<file path="config.mk">
export PLATFORM = sky130hd
export DESIGN_NAME = fan_curve_hysteresis_slew_flat
export DESIGN_NICKNAME = d
export VERILOG_FILES = /design/src/design/fchs_pkg.sv /design/src/design/fchs_req_if.sv /design/src/design/fchs_rsp_if.sv /design/src/design/fchs_div.sv /design/src/design/fan_curve_hysteresis_slew.sv /design/src/flat_wrapper.sv
export SDC_FILE = /design/constraint.sdc
export NUM_CORES = 1
export LEC_CHECK = 0
export ABC_AREA = 0
export BUFFER_PORTS_ARGS = -buffer_cell sky130_fd_sc_hd__buf_2
export CORE_UTILIZATION = 55
export DETAILED_ROUTE_END_ITERATION = 7
export GPL_ROUTABILITY_DRIVEN = 0
export PLACE_DENSITY = 0.77
export SYNTH_ARGS = -nofsm -noshare
export SYNTH_HDL_FRONTEND = slang
export SYNTH_HIERARCHICAL = 1
export SYNTH_SLANG_ARGS = --single-unit
export TNS_END_PERCENT = 1
</file>
<file path="constraint.sdc">
create_clock -name clock -period 5.2 [get_ports clock]
set_clock_uncertainty 0.1 [all_clocks]
set_input_delay 0.52 -clock clock [delete_from_list [all_inputs] [get_ports clock]]
set_output_delay 0.52 -clock clock [all_outputs]
set_load 0.005 [all_outputs]
</file>
<file path="src/design/fchs_pkg.sv">
// Shared widths, register indexes and the divider status type for the fan curve controller.
`timescale 1ns / 1ps

package fchs_pkg;

   // Field and register widths.
   localparam int CSR_IDX_W  = 3;
   localparam int CSR_DATA_W = 64;
   localparam int TEMP_W     = 8;
   localparam int DUTY_W     = 8;
   localparam int LEVEL_W    = 3;
   localparam int RPM_W      = 16;
   localparam int TACH_W     = 16;
   localparam int NUMER_W    = 32;
   localparam int HYS_W      = 5;
   localparam int PCOUNT_W   = 4;

   // Configuration register indexes.
   localparam logic [CSR_IDX_W-1:0] CSR_CURVE_TEMPS    = 3'd0;
   localparam logic [CSR_IDX_W-1:0] CSR_CURVE_DUTIES   = 3'd1;
   localparam logic [CSR_IDX_W-1:0] CSR_POINT_COUNT    = 3'd2;
   localparam logic [CSR_IDX_W-1:0] CSR_DUTY_FLOOR     = 3'd3;
   localparam logic [CSR_IDX_W-1:0] CSR_DUTY_FULL      = 3'd4;
   localparam logic [CSR_IDX_W-1:0] CSR_HYSTERESIS_DEG = 3'd5;
   localparam logic [CSR_IDX_W-1:0] CSR_RPM_NUMERATOR  = 3'd6;
   localparam logic [CSR_IDX_W-1:0] CSR_GPU_TEMP_USED  = 3'd7;

   // Status of the serial divider.
   typedef struct packed {
      logic busy;
      logic done;
   } div_stat_type;

endpackage

</file>
<file path="src/design/fchs_req_if.sv">
// Request channel carrying one tick item to the fan controller.
`timescale 1ns / 1ps

interface fchs_req_if;
   logic                                     valid;
   logic                                     ready;
   logic                                     cmd;
   logic signed [fchs_pkg::TEMP_W-1:0]       cpu_temp;
   logic signed [fchs_pkg::TEMP_W-1:0]       gpu_temp;
   logic                                     full_speed;
   logic                                     in_s0;
   logic        [fchs_pkg::TACH_W-1:0]       tach_count;

   modport source (output valid, cmd, cpu_temp, gpu_temp, full_speed, in_s0, tach_count,
                   input ready);
   modport sink (input valid, cmd, cpu_temp, gpu_temp, full_speed, in_s0, tach_count,
                 output ready);
endinterface

</file>
<file path="src/design/fchs_rsp_if.sv">
// Response channel carrying the controller state after each tick.
`timescale 1ns / 1ps

interface fchs_rsp_if;
   logic                              valid;
   logic                              ready;
   logic [fchs_pkg::DUTY_W-1:0]       duty_target;
   logic [fchs_pkg::DUTY_W-1:0]       duty_actual;
   logic [fchs_pkg::RPM_W-1:0]        fan_rpm;
   logic [fchs_pkg::LEVEL_W-1:0]      curve_level;

   modport source (output valid, duty_target, duty_actual, fan_rpm, curve_level,
                   input ready);
   modport sink (input valid, duty_target, duty_actual, fan_rpm, curve_level,
                 output ready);
endinterface

</file>
<file path="src/design/fchs_div.sv">
// Bit-serial restoring divider that turns a tach count into a saturated RPM value.
`timescale 1ns / 1ps

module fchs_div (
   input  logic                              clock,
   input  logic                              reset,
   input  logic                              start,
   input  logic [fchs_pkg::NUMER_W-1:0]      numerator,
   input  logic [fchs_pkg::TACH_W-1:0]       divisor,
   output fchs_pkg::div_stat_type            stat,
   output logic [fchs_pkg::RPM_W-1:0]        rpm
);

   localparam int CntW = $clog2(fchs_pkg::NUMER_W);

   logic [fchs_pkg::NUMER_W-1:0] num_ff, num_in;
   logic [fchs_pkg::TACH_W-1:0]  den_ff, den_in;
   logic [fchs_pkg::TACH_W-1:0]  rem_ff, rem_in;
   logic [fchs_pkg::RPM_W-1:0]   quo_ff, quo_in;
   logic                         sat_ff, sat_in;
   logic [CntW-1:0]              cnt_ff, cnt_in;
   logic                         busy_ff, busy_in;
   logic                         done_ff, done_in;

   logic [fchs_pkg::TACH_W:0]    trial;
   logic [fchs_pkg::TACH_W:0]    diff;
   logic                         fits;

   // One quotient bit per cycle: bring down the next numerator bit and try a subtract.
   assign trial = {rem_ff, num_ff[fchs_pkg::NUMER_W-1]};
   assign diff  = trial - {1'b0, den_ff};
   assign fits  = (trial >= {1'b0, den_ff});

   always_comb begin
      num_in  = num_ff;
      den_in  = den_ff;
      rem_in  = rem_ff;
      quo_in  = quo_ff;
      sat_in  = sat_ff;
      cnt_in  = cnt_ff;
      busy_in = busy_ff;
      done_in = 1'b0;
      if (start) begin
         num_in  = numerator;
         den_in  = divisor;
         rem_in  = '0;
         quo_in  = '0;
         sat_in  = 1'b0;
         cnt_in  = '0;
         busy_in = 1'b1;
      end else if (busy_ff) begin
         num_in = {num_ff[fchs_pkg::NUMER_W-2:0], 1'b0};
         rem_in = fits ? diff[fchs_pkg::TACH_W-1:0] : trial[fchs_pkg::TACH_W-1:0];
         // A one shifted out of the 16-bit quotient window means the result saturates.
         sat_in = sat_ff | quo_ff[fchs_pkg::RPM_W-1];
         quo_in = {quo_ff[fchs_pkg::RPM_W-2:0], fits};
         cnt_in = cnt_ff + 1'b1;
         if (cnt_ff == CntW'(fchs_pkg::NUMER_W - 1)) begin
            busy_in = 1'b0;
            done_in = 1'b1;
         end
      end
   end

   // Control state. The divisor is cleared so the result reads zero before the first division.
   always_ff @(posedge clock) begin
      if (reset) begin
         busy_ff <= 1'b0;
         done_ff <= 1'b0;
         cnt_ff  <= '0;
         den_ff  <= '0;
      end else begin
         busy_ff <= busy_in;
         done_ff <= done_in;
         cnt_ff  <= cnt_in;
         den_ff  <= den_in;
      end
   end

   // Datapath shift registers.
   always_ff @(posedge clock) begin
      num_ff <= num_in;
      rem_ff <= rem_in;
      quo_ff <= quo_in;
      sat_ff <= sat_in;
   end

   // A stopped fan reads zero; an oversized quotient clamps to all ones.
   assign rpm = (den_ff == '0) ? '0 : (sat_ff ? '1 : quo_ff);

   assign stat.busy = busy_ff;
   assign stat.done = done_ff;

   // A finished division leaves the unit idle.
   assert property (@(posedge clock) disable iff (reset) done_ff |-> !busy_ff)
      else $error("divider reports done while still busy");

   // Done follows the last step of a running division.
   assert property (@(posedge clock) disable iff (reset)
                    done_ff |-> $past(busy_ff) && !$past(start))
      else $error("divider done without a running division");

   // The result stays put while the unit is idle and not restarted.
   assert property (@(posedge clock) disable iff (reset)
                    !busy_ff && !start |=> $stable(rpm))
      else $error("divider result changed while idle");

endmodule

</file>
<file path="src/design/fan_curve_hysteresis_slew.sv">
// Top level of the single-fan curve controller with hysteresis, duty slew and tach RPM.
//
//   channel   direction  transfer when        carries
//   req_ch    in         valid && ready      cmd, temps, full_speed, in_s0, tach_count
//   rsp_ch    out        valid && ready      target, actual duty, rpm, curve level
//   csr_*     in         csr_we high         index and data of one control register
//
// A target tick compares one point of the curve per cycle, scanning all MAX_POINTS points.
// A duty tick waits on the bit-serial 32-by-16 divider that computes RPM.
// One item is in work at a time; the next is accepted while a result waits on rsp_ch.
// Synchronous reset clears the state registers and loads the register reset values.
// A stalled rsp_ch holds the finished item's state back until its result is taken.
`timescale 1ns / 1ps

module fan_curve_hysteresis_slew #(
   parameter int MAX_POINTS = 8
) (
   input  logic                                clock,
   input  logic                                reset,
   fchs_req_if.sink                            req_ch,
   fchs_rsp_if.source                          rsp_ch,
   input  logic                                csr_we,
   input  logic [fchs_pkg::CSR_IDX_W-1:0]      csr_index,
   input  logic [fchs_pkg::CSR_DATA_W-1:0]     csr_wdata
);

   localparam int CntW = $clog2(MAX_POINTS + 1);
   localparam logic [fchs_pkg::PCOUNT_W-1:0] MaxPts = fchs_pkg::PCOUNT_W'(MAX_POINTS);

   localparam logic [1:0] ST_IDLE = 2'd0;
   localparam logic [1:0] ST_SCAN = 2'd1;
   localparam logic [1:0] ST_DIV  = 2'd2;
   localparam logic [1:0] ST_DONE = 2'd3;

   // Control registers.
   logic [63:0]                         curve_temps_ff;
   logic [63:0]                         curve_duties_ff;
   logic [fchs_pkg::PCOUNT_W-1:0]       point_count_ff;
   logic [fchs_pkg::DUTY_W-1:0]         duty_floor_ff;
   logic [fchs_pkg::DUTY_W-1:0]         duty_full_ff;
   logic [fchs_pkg::HYS_W-1:0]          hysteresis_ff;
   logic [fchs_pkg::NUMER_W-1:0]        rpm_numerator_ff;
   logic                                gpu_used_ff;

   // Sequencer and item registers.
   logic [1:0]                          state_ff, state_in;
   logic                                cmd_ff, cmd_in;
   logic                                full_ff, full_in;
   logic                                s0_ff, s0_in;
   logic signed [fchs_pkg::TEMP_W-1:0]  temp_ff, temp_in;
   logic [63:0]                         ts_ff, ts_in;
   logic [CntW-1:0]                     k_ff, k_in;
   logic [CntW-1:0]                     up_ff, up_in;
   logic [CntW-1:0]                     down_ff, down_in;
   logic                                rsp_valid_ff, rsp_valid_in;

   // Controller state, which doubles as the response register.
   logic [fchs_pkg::LEVEL_W-1:0]        level_ff, level_in;
   logic [fchs_pkg::DUTY_W-1:0]         target_ff, target_in;
   logic [fchs_pkg::DUTY_W-1:0]         actual_ff, actual_in;
   logic [fchs_pkg::RPM_W-1:0]          rpm_ff, rpm_in;

   logic                                accept;
   logic                                commit;
   logic [CntW-1:0]                     n_use;
   logic signed [fchs_pkg::TEMP_W-1:0]  pick_temp;
   logic signed [fchs_pkg::TEMP_W-1:0]  pt;
   logic signed [fchs_pkg::TEMP_W:0]    pt_hys;
   logic signed [fchs_pkg::TEMP_W:0]    temp_wide;
   logic                                below_up;
   logic                                below_down;
   logic [3:0]                          lvl_a, lvl_b, lvl_c, n_m1;
   logic [fchs_pkg::DUTY_W-1:0]         slew_up, slew_dn, slew_duty;

   fchs_pkg::div_stat_type              div_stat;
   logic [fchs_pkg::RPM_W-1:0]          div_rpm;

   assign accept = req_ch.valid && req_ch.ready;
   assign commit = (state_ff == ST_DONE) && (!rsp_valid_ff || rsp_ch.ready);
   assign req_ch.ready = (state_ff == ST_IDLE);

   // Register writes.
   always_ff @(posedge clock) begin
      if (reset) begin
         curve_temps_ff   <= '0;
         curve_duties_ff  <= '0;
         point_count_ff   <= fchs_pkg::PCOUNT_W'(1);
         duty_floor_ff    <= '0;
         duty_full_ff     <= '1;
         hysteresis_ff    <= fchs_pkg::HYS_W'(5);
         rpm_numerator_ff <= '0;
         gpu_used_ff      <= 1'b0;
      end else if (csr_we) begin
         unique case (csr_index)
            fchs_pkg::CSR_CURVE_TEMPS:    curve_temps_ff   <= csr_wdata;
            fchs_pkg::CSR_CURVE_DUTIES:   curve_duties_ff  <= csr_wdata;
            fchs_pkg::CSR_POINT_COUNT:    point_count_ff   <= csr_wdata[fchs_pkg::PCOUNT_W-1:0];
            fchs_pkg::CSR_DUTY_FLOOR:     duty_floor_ff    <= csr_wdata[fchs_pkg::DUTY_W-1:0];
            fchs_pkg::CSR_DUTY_FULL:      duty_full_ff     <= csr_wdata[fchs_pkg::DUTY_W-1:0];
            fchs_pkg::CSR_HYSTERESIS_DEG: hysteresis_ff    <= csr_wdata[fchs_pkg::HYS_W-1:0];
            fchs_pkg::CSR_RPM_NUMERATOR:  rpm_numerator_ff <= csr_wdata[fchs_pkg::NUMER_W-1:0];
            fchs_pkg::CSR_GPU_TEMP_USED:  gpu_used_ff      <= csr_wdata[0];
            default: ;
         endcase
      end
   end

   // Points in use, with zero read as one and overlarge counts clamped.
   always_comb begin
      if (point_count_ff == '0) begin
         n_use = CntW'(1);
      end else if (point_count_ff > MaxPts) begin
         n_use = CntW'(MAX_POINTS);
      end else begin
         n_use = CntW'(point_count_ff);
      end
   end

   // Controlling temperature, the higher of CPU and GPU when the GPU is used.
   assign pick_temp = (gpu_used_ff && (req_ch.gpu_temp > req_ch.cpu_temp)) ?
                      req_ch.gpu_temp : req_ch.cpu_temp;

   // Point under test sits in the low byte of the temperature shift register.
   assign pt         = $signed(ts_ff[7:0]);
   assign pt_hys     = {pt[fchs_pkg::TEMP_W-1], pt} - $signed({4'b0000, hysteresis_ff});
   assign temp_wide  = {temp_ff[fchs_pkg::TEMP_W-1], temp_ff};
   assign below_up   = (temp_ff < pt);
   assign below_down = (temp_wide < pt_hys);

   // Level moves up to the heating point, down to the cooling point, then clamps.
   always_comb begin
      lvl_a = ({1'b0, level_ff} < 4'(up_ff)) ? 4'(up_ff) : {1'b0, level_ff};
      lvl_b = (lvl_a > 4'(down_ff)) ? 4'(down_ff) : lvl_a;
      n_m1  = 4'(n_use) - 4'd1;
      lvl_c = (lvl_b > n_m1) ? n_m1 : lvl_b;
   end

   // One slew step toward the target, honoring the floor and full duty.
   always_comb begin
      slew_up = actual_ff + 1'b1;
      if (slew_up < duty_floor_ff) begin
         slew_up = duty_floor_ff;
      end
      slew_dn = actual_ff - 1'b1;
      if (slew_dn < duty_floor_ff) begin
         slew_dn = '0;
      end
      if (actual_ff < target_ff) begin
         slew_duty = (actual_ff < duty_full_ff) ? slew_up : actual_ff;
      end else if (actual_ff > target_ff) begin
         slew_duty = slew_dn;
      end else begin
         slew_duty = actual_ff;
      end
   end

   // Sequencer: accept, scan or divide, then commit when the response slot is free.
   always_comb begin
      state_in     = state_ff;
      cmd_in       = cmd_ff;
      full_in      = full_ff;
      s0_in        = s0_ff;
      temp_in      = temp_ff;
      ts_in        = ts_ff;
      k_in         = k_ff;
      up_in        = up_ff;
      down_in      = down_ff;
      level_in     = level_ff;
      target_in    = target_ff;
      actual_in    = actual_ff;
      rpm_in       = rpm_ff;
      rsp_valid_in = rsp_valid_ff;

      if (rsp_ch.ready) begin
         rsp_valid_in = 1'b0;
      end

      unique case (state_ff)
         ST_IDLE: begin
            if (accept) begin
               cmd_in   = req_ch.cmd;
               full_in  = req_ch.full_speed;
               s0_in    = req_ch.in_s0;
               temp_in  = pick_temp;
               ts_in    = curve_temps_ff;
               k_in     = '0;
               up_in    = n_use;
               down_in  = n_use;
               state_in = req_ch.cmd ? ST_DIV : ST_SCAN;
            end
         end
         ST_SCAN: begin
            // First point above the temperature wins; k below the mark also means k < n.
            if ((k_ff < up_ff) && below_up) begin
               up_in = k_ff;
            end
            if ((k_ff < down_ff) && below_down) begin
               down_in = k_ff;
            end
            ts_in = {8'h00, ts_ff[63:8]};
            k_in  = k_ff + 1'b1;
            if (k_ff == CntW'(MAX_POINTS - 1)) begin
               state_in = ST_DONE;
            end
         end
         ST_DIV: begin
            if (div_stat.done) begin
               state_in = ST_DONE;
            end
         end
         ST_DONE: begin
            if (commit) begin
               rsp_valid_in = 1'b1;
               state_in     = ST_IDLE;
               if (!cmd_ff) begin
                  if (full_ff) begin
                     target_in = duty_full_ff;
                  end else if (!s0_ff) begin
                     target_in = '0;
                  end else begin
                     level_in  = lvl_c[fchs_pkg::LEVEL_W-1:0];
                     // Below point 0 less hysteresis the fan is off.
                     target_in = (down_ff == '0) ? '0 :
                                 curve_duties_ff[lvl_c[fchs_pkg::LEVEL_W-1:0]*8 +: 8];
                  end
               end else begin
                  if (full_ff) begin
                     actual_in = duty_full_ff;
                  end else if (!s0_ff) begin
                     actual_in = '0;
                  end else begin
                     actual_in = slew_duty;
                  end
                  rpm_in = div_rpm;
               end
            end
         end
         default: state_in = ST_IDLE;
      endcase
   end

   // Control state.
   always_ff @(posedge clock) begin
      if (reset) begin
         state_ff     <= ST_IDLE;
         rsp_valid_ff <= 1'b0;
         level_ff     <= '0;
         target_ff    <= '0;
         actual_ff    <= '0;
         rpm_ff       <= '0;
      end else begin
         state_ff     <= state_in;
         rsp_valid_ff <= rsp_valid_in;
         level_ff     <= level_in;
         target_ff    <= target_in;
         actual_ff    <= actual_in;
         rpm_ff       <= rpm_in;
      end
   end

   // Item and scan registers.
   always_ff @(posedge clock) begin
      cmd_ff  <= cmd_in;
      full_ff <= full_in;
      s0_ff   <= s0_in;
      temp_ff <= temp_in;
      ts_ff   <= ts_in;
      k_ff    <= k_in;
      up_ff   <= up_in;
      down_ff <= down_in;
   end

   fchs_div u_div (
      .clock     (clock),
      .reset     (reset),
      .start     (accept && req_ch.cmd),
      .numerator (rpm_numerator_ff),
      .divisor   (req_ch.tach_count),
      .stat      (div_stat),
      .rpm       (div_rpm)
   );

   // Response payload is the controller state itself.
   assign rsp_ch.valid       = rsp_valid_ff;
   assign rsp_ch.duty_target = target_ff;
   assign rsp_ch.duty_actual = actual_ff;
   assign rsp_ch.fan_rpm     = rpm_ff;
   assign rsp_ch.curve_level = level_ff;

   // A response waiting on a stall keeps the state it reports.
   assert property (@(posedge clock) disable iff (reset)
                    rsp_valid_ff && !rsp_ch.ready |=>
                    $stable(target_ff) && $stable(actual_ff) && $stable(rpm_ff) &&
                    $stable(level_ff))
      else $error("state changed under a stalled response");

   // The divider finishes only while the sequencer waits for it.
   assert property (@(posedge clock) disable iff (reset)
                    div_stat.done |-> (state_ff == ST_DIV))
      else $error("divider finished outside the divide wait");

   // A new division never starts on top of a running one.
   assert property (@(posedge clock) disable iff (reset)
                    accept && req_ch.cmd |-> !div_stat.busy)
      else $error("division started while divider busy");

   // A target tick leaves the actual duty and the RPM alone.
   assert property (@(posedge clock) disable iff (reset)
                    commit && !cmd_ff |=> $stable(actual_ff) && $stable(rpm_ff))
      else $error("target tick changed duty or rpm");

   // The curve level moves only when a target tick commits.
   assert property (@(posedge clock) disable iff (reset)
                    !(commit && !cmd_ff) |=> $stable(level_ff))
      else $error("curve level changed outside a target tick");

endmodule
</file>
<file path="src/flat_wrapper.sv">
// flat-port wrapper written by rule: the top's interface ports become plain ports
module fan_curve_hysteresis_slew_flat 
#(
   parameter int MAX_POINTS = 8
)
  (clock, reset, csr_we, csr_index, csr_wdata, req_ch_valid, req_ch_cmd, req_ch_cpu_temp, req_ch_gpu_temp, req_ch_full_speed, req_ch_in_s0, req_ch_tach_count, req_ch_ready, rsp_ch_valid, rsp_ch_duty_target, rsp_ch_duty_actual, rsp_ch_fan_rpm, rsp_ch_curve_level, rsp_ch_ready);
  fchs_req_if req_ch_i ();
  fchs_rsp_if rsp_ch_i ();
  input  logic clock;
  input  logic reset;
  input  logic csr_we;
  input  logic [fchs_pkg::CSR_IDX_W-1:0] csr_index;
  input  logic [fchs_pkg::CSR_DATA_W-1:0] csr_wdata;
  input wire logic [$bits(req_ch_i.valid)-1:0] req_ch_valid;
  input wire logic [$bits(req_ch_i.cmd)-1:0] req_ch_cmd;
  input wire logic [$bits(req_ch_i.cpu_temp)-1:0] req_ch_cpu_temp;
  input wire logic [$bits(req_ch_i.gpu_temp)-1:0] req_ch_gpu_temp;
  input wire logic [$bits(req_ch_i.full_speed)-1:0] req_ch_full_speed;
  input wire logic [$bits(req_ch_i.in_s0)-1:0] req_ch_in_s0;
  input wire logic [$bits(req_ch_i.tach_count)-1:0] req_ch_tach_count;
  output wire logic [$bits(req_ch_i.ready)-1:0] req_ch_ready;
  output wire logic [$bits(rsp_ch_i.valid)-1:0] rsp_ch_valid;
  output wire logic [$bits(rsp_ch_i.duty_target)-1:0] rsp_ch_duty_target;
  output wire logic [$bits(rsp_ch_i.duty_actual)-1:0] rsp_ch_duty_actual;
  output wire logic [$bits(rsp_ch_i.fan_rpm)-1:0] rsp_ch_fan_rpm;
  output wire logic [$bits(rsp_ch_i.curve_level)-1:0] rsp_ch_curve_level;
  input wire logic [$bits(rsp_ch_i.ready)-1:0] rsp_ch_ready;
  assign req_ch_i.valid = req_ch_valid;
  assign req_ch_i.cmd = req_ch_cmd;
  assign req_ch_i.cpu_temp = req_ch_cpu_temp;
  assign req_ch_i.gpu_temp = req_ch_gpu_temp;
  assign req_ch_i.full_speed = req_ch_full_speed;
  assign req_ch_i.in_s0 = req_ch_in_s0;
  assign req_ch_i.tach_count = req_ch_tach_count;
  assign req_ch_ready = req_ch_i.ready;
  assign rsp_ch_valid = rsp_ch_i.valid;
  assign rsp_ch_duty_target = rsp_ch_i.duty_target;
  assign rsp_ch_duty_actual = rsp_ch_i.duty_actual;
  assign rsp_ch_fan_rpm = rsp_ch_i.fan_rpm;
  assign rsp_ch_curve_level = rsp_ch_i.curve_level;
  assign rsp_ch_i.ready = rsp_ch_ready;
  fan_curve_hysteresis_slew #(.MAX_POINTS(MAX_POINTS)) u_core (.clock(clock), .reset(reset), .req_ch(req_ch_i), .rsp_ch(rsp_ch_i), .csr_we(csr_we), .csr_index(csr_index), .csr_wdata(csr_wdata));
endmodule
</file>
==> metrics, run 1 <==
Initial DRC Count=about 1200; Syn Nets=about 2200; Worst-Margin Slew=roughly 1200 ps; cell leakage power=around 8.5 nW; Final #Nets=2291; crit path max fanout=8; Place WS=-242 ps; DRC violations left=0; outcome=finished, final reports clean; CP required=5550 ps; Critical Path Most Common Cell=mux2i_1; Reg clk slew, reported paths=~60 ps; Via density=5.81; initial antenna violation count=0; H-tree depth=2; Final Core Density=between 60% and 70%; share of post-route cells with drive strength above 1=approximately 17%; CTS Buf Count=slightly above 40; WL/cell=between 15 and 20 um; setup_tns=0 ps; fin crit period=approximately 5200 ps; Post-Syn Area=0.0189 mm^2; row cnt=67; vias in the first global route=around 14000; Worst slew margin=22.2%; final setup violation count=0; Total Power=approximately 11 mW; clock net sink count=between 300 and 400; Worst path top cell family by delay=compound AO/OA/AOI/OAI gates; grt ovf=0; Post-DP HPWL=33.2 mm; Initial Utilization=between 50% and 60%; via count=14900; highest ir drop seen on vdd=about 0.00043 V; final worst setup slack=41.2 ps; Hold Slack=~62 ps; number of port buffers=roughly 140; critical path class=register to register; area grow syn2layout=14.0%; Final Hold Viols=0; Ports=144; f_max=between 0.15 and 0.2 GHz; first-pass GRT wire length=between 70 and 80 mm; CP Capture Type=register; unrepaired setup endpoints after global routing=true; Die ar.=between 0.03 and 0.04 mm^2; total track usage=~27%; multi-input logic area=0.00903 mm^2; final WL=just under 50 mm; CTS tree=yes; power per cell area=roughly 520 mW/mm^2; Hold Buf Count CTS=0; Chip Width=187 um; crit path DAT=approximately 5500 ps; syn avg cell area=9.50 um^2; die height=about 190 um; internal reg-to-reg setup slack=a little over 40 ps; Startpoint Class=register; CTS max path bufs=3; CTS root buf=clkbuf_16; register area=0.00918 mm^2; floorplan core area=around 0.034 mm^2; fill count=between 2000 and 3000; slowest CP cell=or4_4; yosys warns=6; crit share post-route=between 90 and 100%; CP Cell Sequence=inv_2, ha_4, nand2_1, o21ai_2, and2_4, mux2_4, ha_1, and3b_2, a2111oi_4, or4_4, a21boi_1, ha_1, a211oi_2, nand2_1, o211ai_1, mux2i_1, a31oi_4, buf_12, clkbuf_16, mux2i_1, mux2i_1, a211o_1; post-synthesis cell count=a little under 2000; clk_lat worst skew=570 ps; First-pass DRT Iterations=7; worst hold path class=primary input to register; DRT antenna net count=0; ant diodes=0; max_cap viols=0; Slew Viols, Final=0; largest net degree at the start of global routing=roughly 120; slowest cell delay on critical path=between 500 and 600 ps; CP bufs+invs=3
[flip-flops by register name (all words and copies together), names as in the netlist, 16 cells and up]
| register | flops |
|---|---|
| u_core/u_div/rem_ff | 16 |
| u_core/u_div/den_ff | 16 |
| u_core/curve_temps_ff | 64 |
| u_core/u_div/quo_ff | 16 |
| u_core/ts_ff | 64 |
| u_core/rpm_numerator_ff | 32 |
| u_core/rsp_ch.fan_rpm | 16 |
| u_core/curve_duties_ff | 64 |
| u_core/u_div/num_ff | 32 |
[worst paths after layout]
check	depth (start not counted)	from	to
hold / removal	1	req_ch_in_s0	u_core/s0_ff
setup reg to reg	22	u_core/up_ff[1]	u_core/rsp_ch.duty_target[5]
hold reg to reg	2	u_core/rsp_ch.fan_rpm[3]	u_core/rsp_ch.fan_rpm[3]
setup / recovery	22	u_core/up_ff[1]	u_core/rsp_ch.duty_target[5]
[per-stage QoR]
step,std cells,cell area [um^2]
global placement,2482,19900
CTS,2560,21400
detailed placement,2482,19900
floorplan,1990,18900
global route,2564,21600
finish,2564,21600
[timing repair]
action / 4_1_cts / 5_1_grt
gates cloned: 1 / 3
setup endpoints to repair: 8 / 8
setup buffers: 1 / 2
pin swaps: 0 / 6
gates resized for setup: 10 / 11
[power breakdown]
part / leakage [nW] / switching, mW / internal [mW]
clock network: 0.708 / 1.26 / 1.83
logic: 4.36 / 2.25 / 1.98
registers: 3.43 / 0.250 / 3.74
total: 8.50 / 3.76 / 7.55
[worst reg2reg max path, stage by stage (launching register included)]
cell       delay [ps]
edfxtp_1          390
inv_2              80
ha_4              270
nand2_1            70
o21ai_2           200
and2_4            190
mux2_4            320
ha_1              290
and3b_2           230
a2111oi_4          50
or4_4             530
a21boi_1          150
ha_1              330
a211oi_2          190
nand2_1            90
o211ai_1          190
mux2i_1           200
a31oi_4           200
buf_12            160
clkbuf_16         160
mux2i_1           250
mux2i_1           120
a211o_1           300
[cells in the final DEF, fill, tap and decap left out, drive strengths merged, types with 11 or more instances in the layout]
cell and instances:
nand2 419, dfxtp 280, a21oi 224, buf 164
edfxtp 119, mux2 99, ha 99, mux2i 94
inv 94, nor2 93, clkbuf 63, o21ai 32
nor2b 28, o21a 27, nand3 26, xnor2 20
a211o 19, nand2b 16, xor2 13, a21o 11
nor3 11, a211oi 11
[metal layers]
layer,global-route usage [%],share of wire [%]
met5,0,0
met1,37.7,43
met4,9.47,3.1
met2,44.5,47
met3,3.92,7.2
[area by class of cell]
type                            count  share of cell area, %
Clock inverter                     16                   1.07
Tap cell                          448                   2.60
Inverter                           92                   1.60
Multi-Input combinational cell   1382                   41.9
Timing Repair Buffer              167                   4.60
Sequential cell                   399                   42.6
Clock buffer                       60                   5.61
(Power assumes the default switching activity.)
==> run 2: changes to the inputs <==
- RECOVER_POWER: not set -> 25
==> metrics, run 2 (synthesized netlist as in run 1, its figures left out) <==
Die ar.=~0.035 mm^2; worst hold path class=primary input to register; clk_lat worst skew=about 570 ps; DRT antenna net count=0; First-pass DRT Iterations=5; max_cap viols=3; number of port buffers=roughly 140; Place WS=-242 ps; Post-DP HPWL=33.2 mm; power per cell area=526 mW/mm^2; cell leakage power=8.48 nW; die height=about 190 um; clock net sink count=approximately 400; CP required=roughly 5600 ps; Reg clk slew, reported paths=60 ps; row cnt=67; vias in the first global route=14200; Initial DRC Count=1215; Worst-Margin Slew=approximately 3300 ps; critical path class=register to register; first-pass GRT wire length=~77 mm; ant diodes=0; Cells after DPL=between 2000 and 2500; WL/cell=between 15 and 20 um; failing checks=capacitance limit, slew limit; initial antenna violation count=0; grt ovf=0; final worst setup slack=between 30 and 40 ps; fill count=2729; DRC violations left=0; Initial Utilization=a little under three fifths; final setup violation count=0; unrepaired setup endpoints after global routing=true; Via density=5.78; CP Capture Type=register; Hold Slack=between 60 and 70 ps; Final #Nets=between 2000 and 2500; outcome=finished, violations left; Slew Viols, Final=roughly 160; crit share post-route=99.3%; Ports=roughly 140; CTS max path bufs=3; total track usage=a little over a quarter; Worst slew margin=-122%; Final Non-Filler Cells=between 2000 and 3000; internal reg-to-reg setup slack=approximately 37 ps; via count=around 15000; highest ir drop seen on vdd=roughly 0.00043 V; Largest regs=u_core/curve_duties_ff (64), u_core/curve_temps_ff (64), u_core/ts_ff (64); CTS Buf Count=41; Startpoint Class=register; share of post-route cells with drive strength above 1=between 10% and 20%; floorplan core area=approximately 0.034 mm^2; fin crit period=5160 ps; Hold Buf Count CTS=0; Chip Width=between 150 and 200 um; register area=around 0.0092 mm^2; CTS tree=yes; Final Hold Viols=0; area grow syn2layout=13.9%; placed cell areas=between 0.015 and 0.02 mm^2; most frequent cells in the layout=418 x nand2_1, 280 x dfxtp_1, 220 x a21oi_1; crit path DAT=around 5500 ps; setup_tns=0 ps; CTS root buf=clkbuf_16; f_max=0.194 GHz; largest net degree at the start of global routing=about 120; final WL=a little under 50 mm; leading cell type in the layout, fill and taps excluded=nand2_1; multi-input logic area=0.00903 mm^2; cell area after layout=~0.022 mm^2; H-tree depth=2; crit path max fanout=8
-- run 2: cell types whose count changed in the layout (fill, tap and decap cells not counted) --
| cell | previous run | this run |
|---|---|---|
| buf_4 | 18 | 16 |
| or2_0 | 0 | 1 |
| clkbuf_1 | 10 | 16 |
| or2_2 | 3 | 2 |
| buf_2 | 142 | 138 |
-- run 2: through the flow --
step | total power, mW | utilization [%]
finish | 11.3 | 63.9
global placement | 7.46 | 59.0
detailed placement | 7.62 | 59.0
global route | 11.9 | 63.9
floorplan | 6.78 | -
CTS | 11.0 | 63.5
-- run 2: path summary, 6_finish.rpt --
kind / start / end / depth (start not counted)
worst max register to register: u_core/up_ff[1] / u_core/rsp_ch.duty_target[5] / 22
worst max-delay path: u_core/up_ff[1] / u_core/rsp_ch.duty_target[5] / 22
worst min-delay path: req_ch_in_s0 / u_core/s0_ff / 1
worst min register to register: u_core/rsp_ch.fan_rpm[3] / u_core/rsp_ch.fan_rpm[3] / 2
-- run 2: what timing repair did --
item                       CTS  global route
pin swaps                    0             6
cloned                       1             3
resized for setup           10            11
setup endpoints to repair    8             8
buffers inserted             1             2
-- run 2: per-layer routing --
metal	share of wire [%]	GRT usage, %
met5	0	0
met2	47	44.5
met4	3.1	9.47
met3	6.8	3.92
met1	43	37.7
-- run 2: critical path: stages (launching register included) --
cell and delay [ps]:
edfxtp_1 390, inv_2 70, ha_4 260, nand2_1 70
o21ai_2 200, and2_4 190, mux2_4 320, ha_1 290
and3b_2 230, a2111oi_4 50, or4_4 530, a21boi_1 150
ha_1 330, a211oi_2 200, nand2_1 90, o211ai_1 180
mux2i_1 190, a31oi_4 190, buf_12 160, clkbuf_16 160
mux2i_1 240, mux2i_1 120, a211o_1 300
-- run 2: final cells by class --
| cell class | count | area share (%) |
|---|---|---|
| tap | 448 | 2.60 |
| inverter | 92 | 1.60 |
| clock inverter | 16 | 1.07 |
| multi-input combinational | 1382 | 41.9 |
| clock buffer | 60 | 5.62 |
| sequential | 399 | 42.6 |
| timing repair buffer | 167 | 4.55 |
-- run 2: power by group --
part | switching (mW) | leakage [nW] | total, mW | internal [mW]
combinational | 2.27 | 4.34 | 4.24 | 1.98
clock | 1.26 | 0.708 | 3.10 | 1.83
sequential | 0.250 | 3.43 | 3.99 | 3.74
total | 3.78 | 8.48 | 11.3 | 7.55
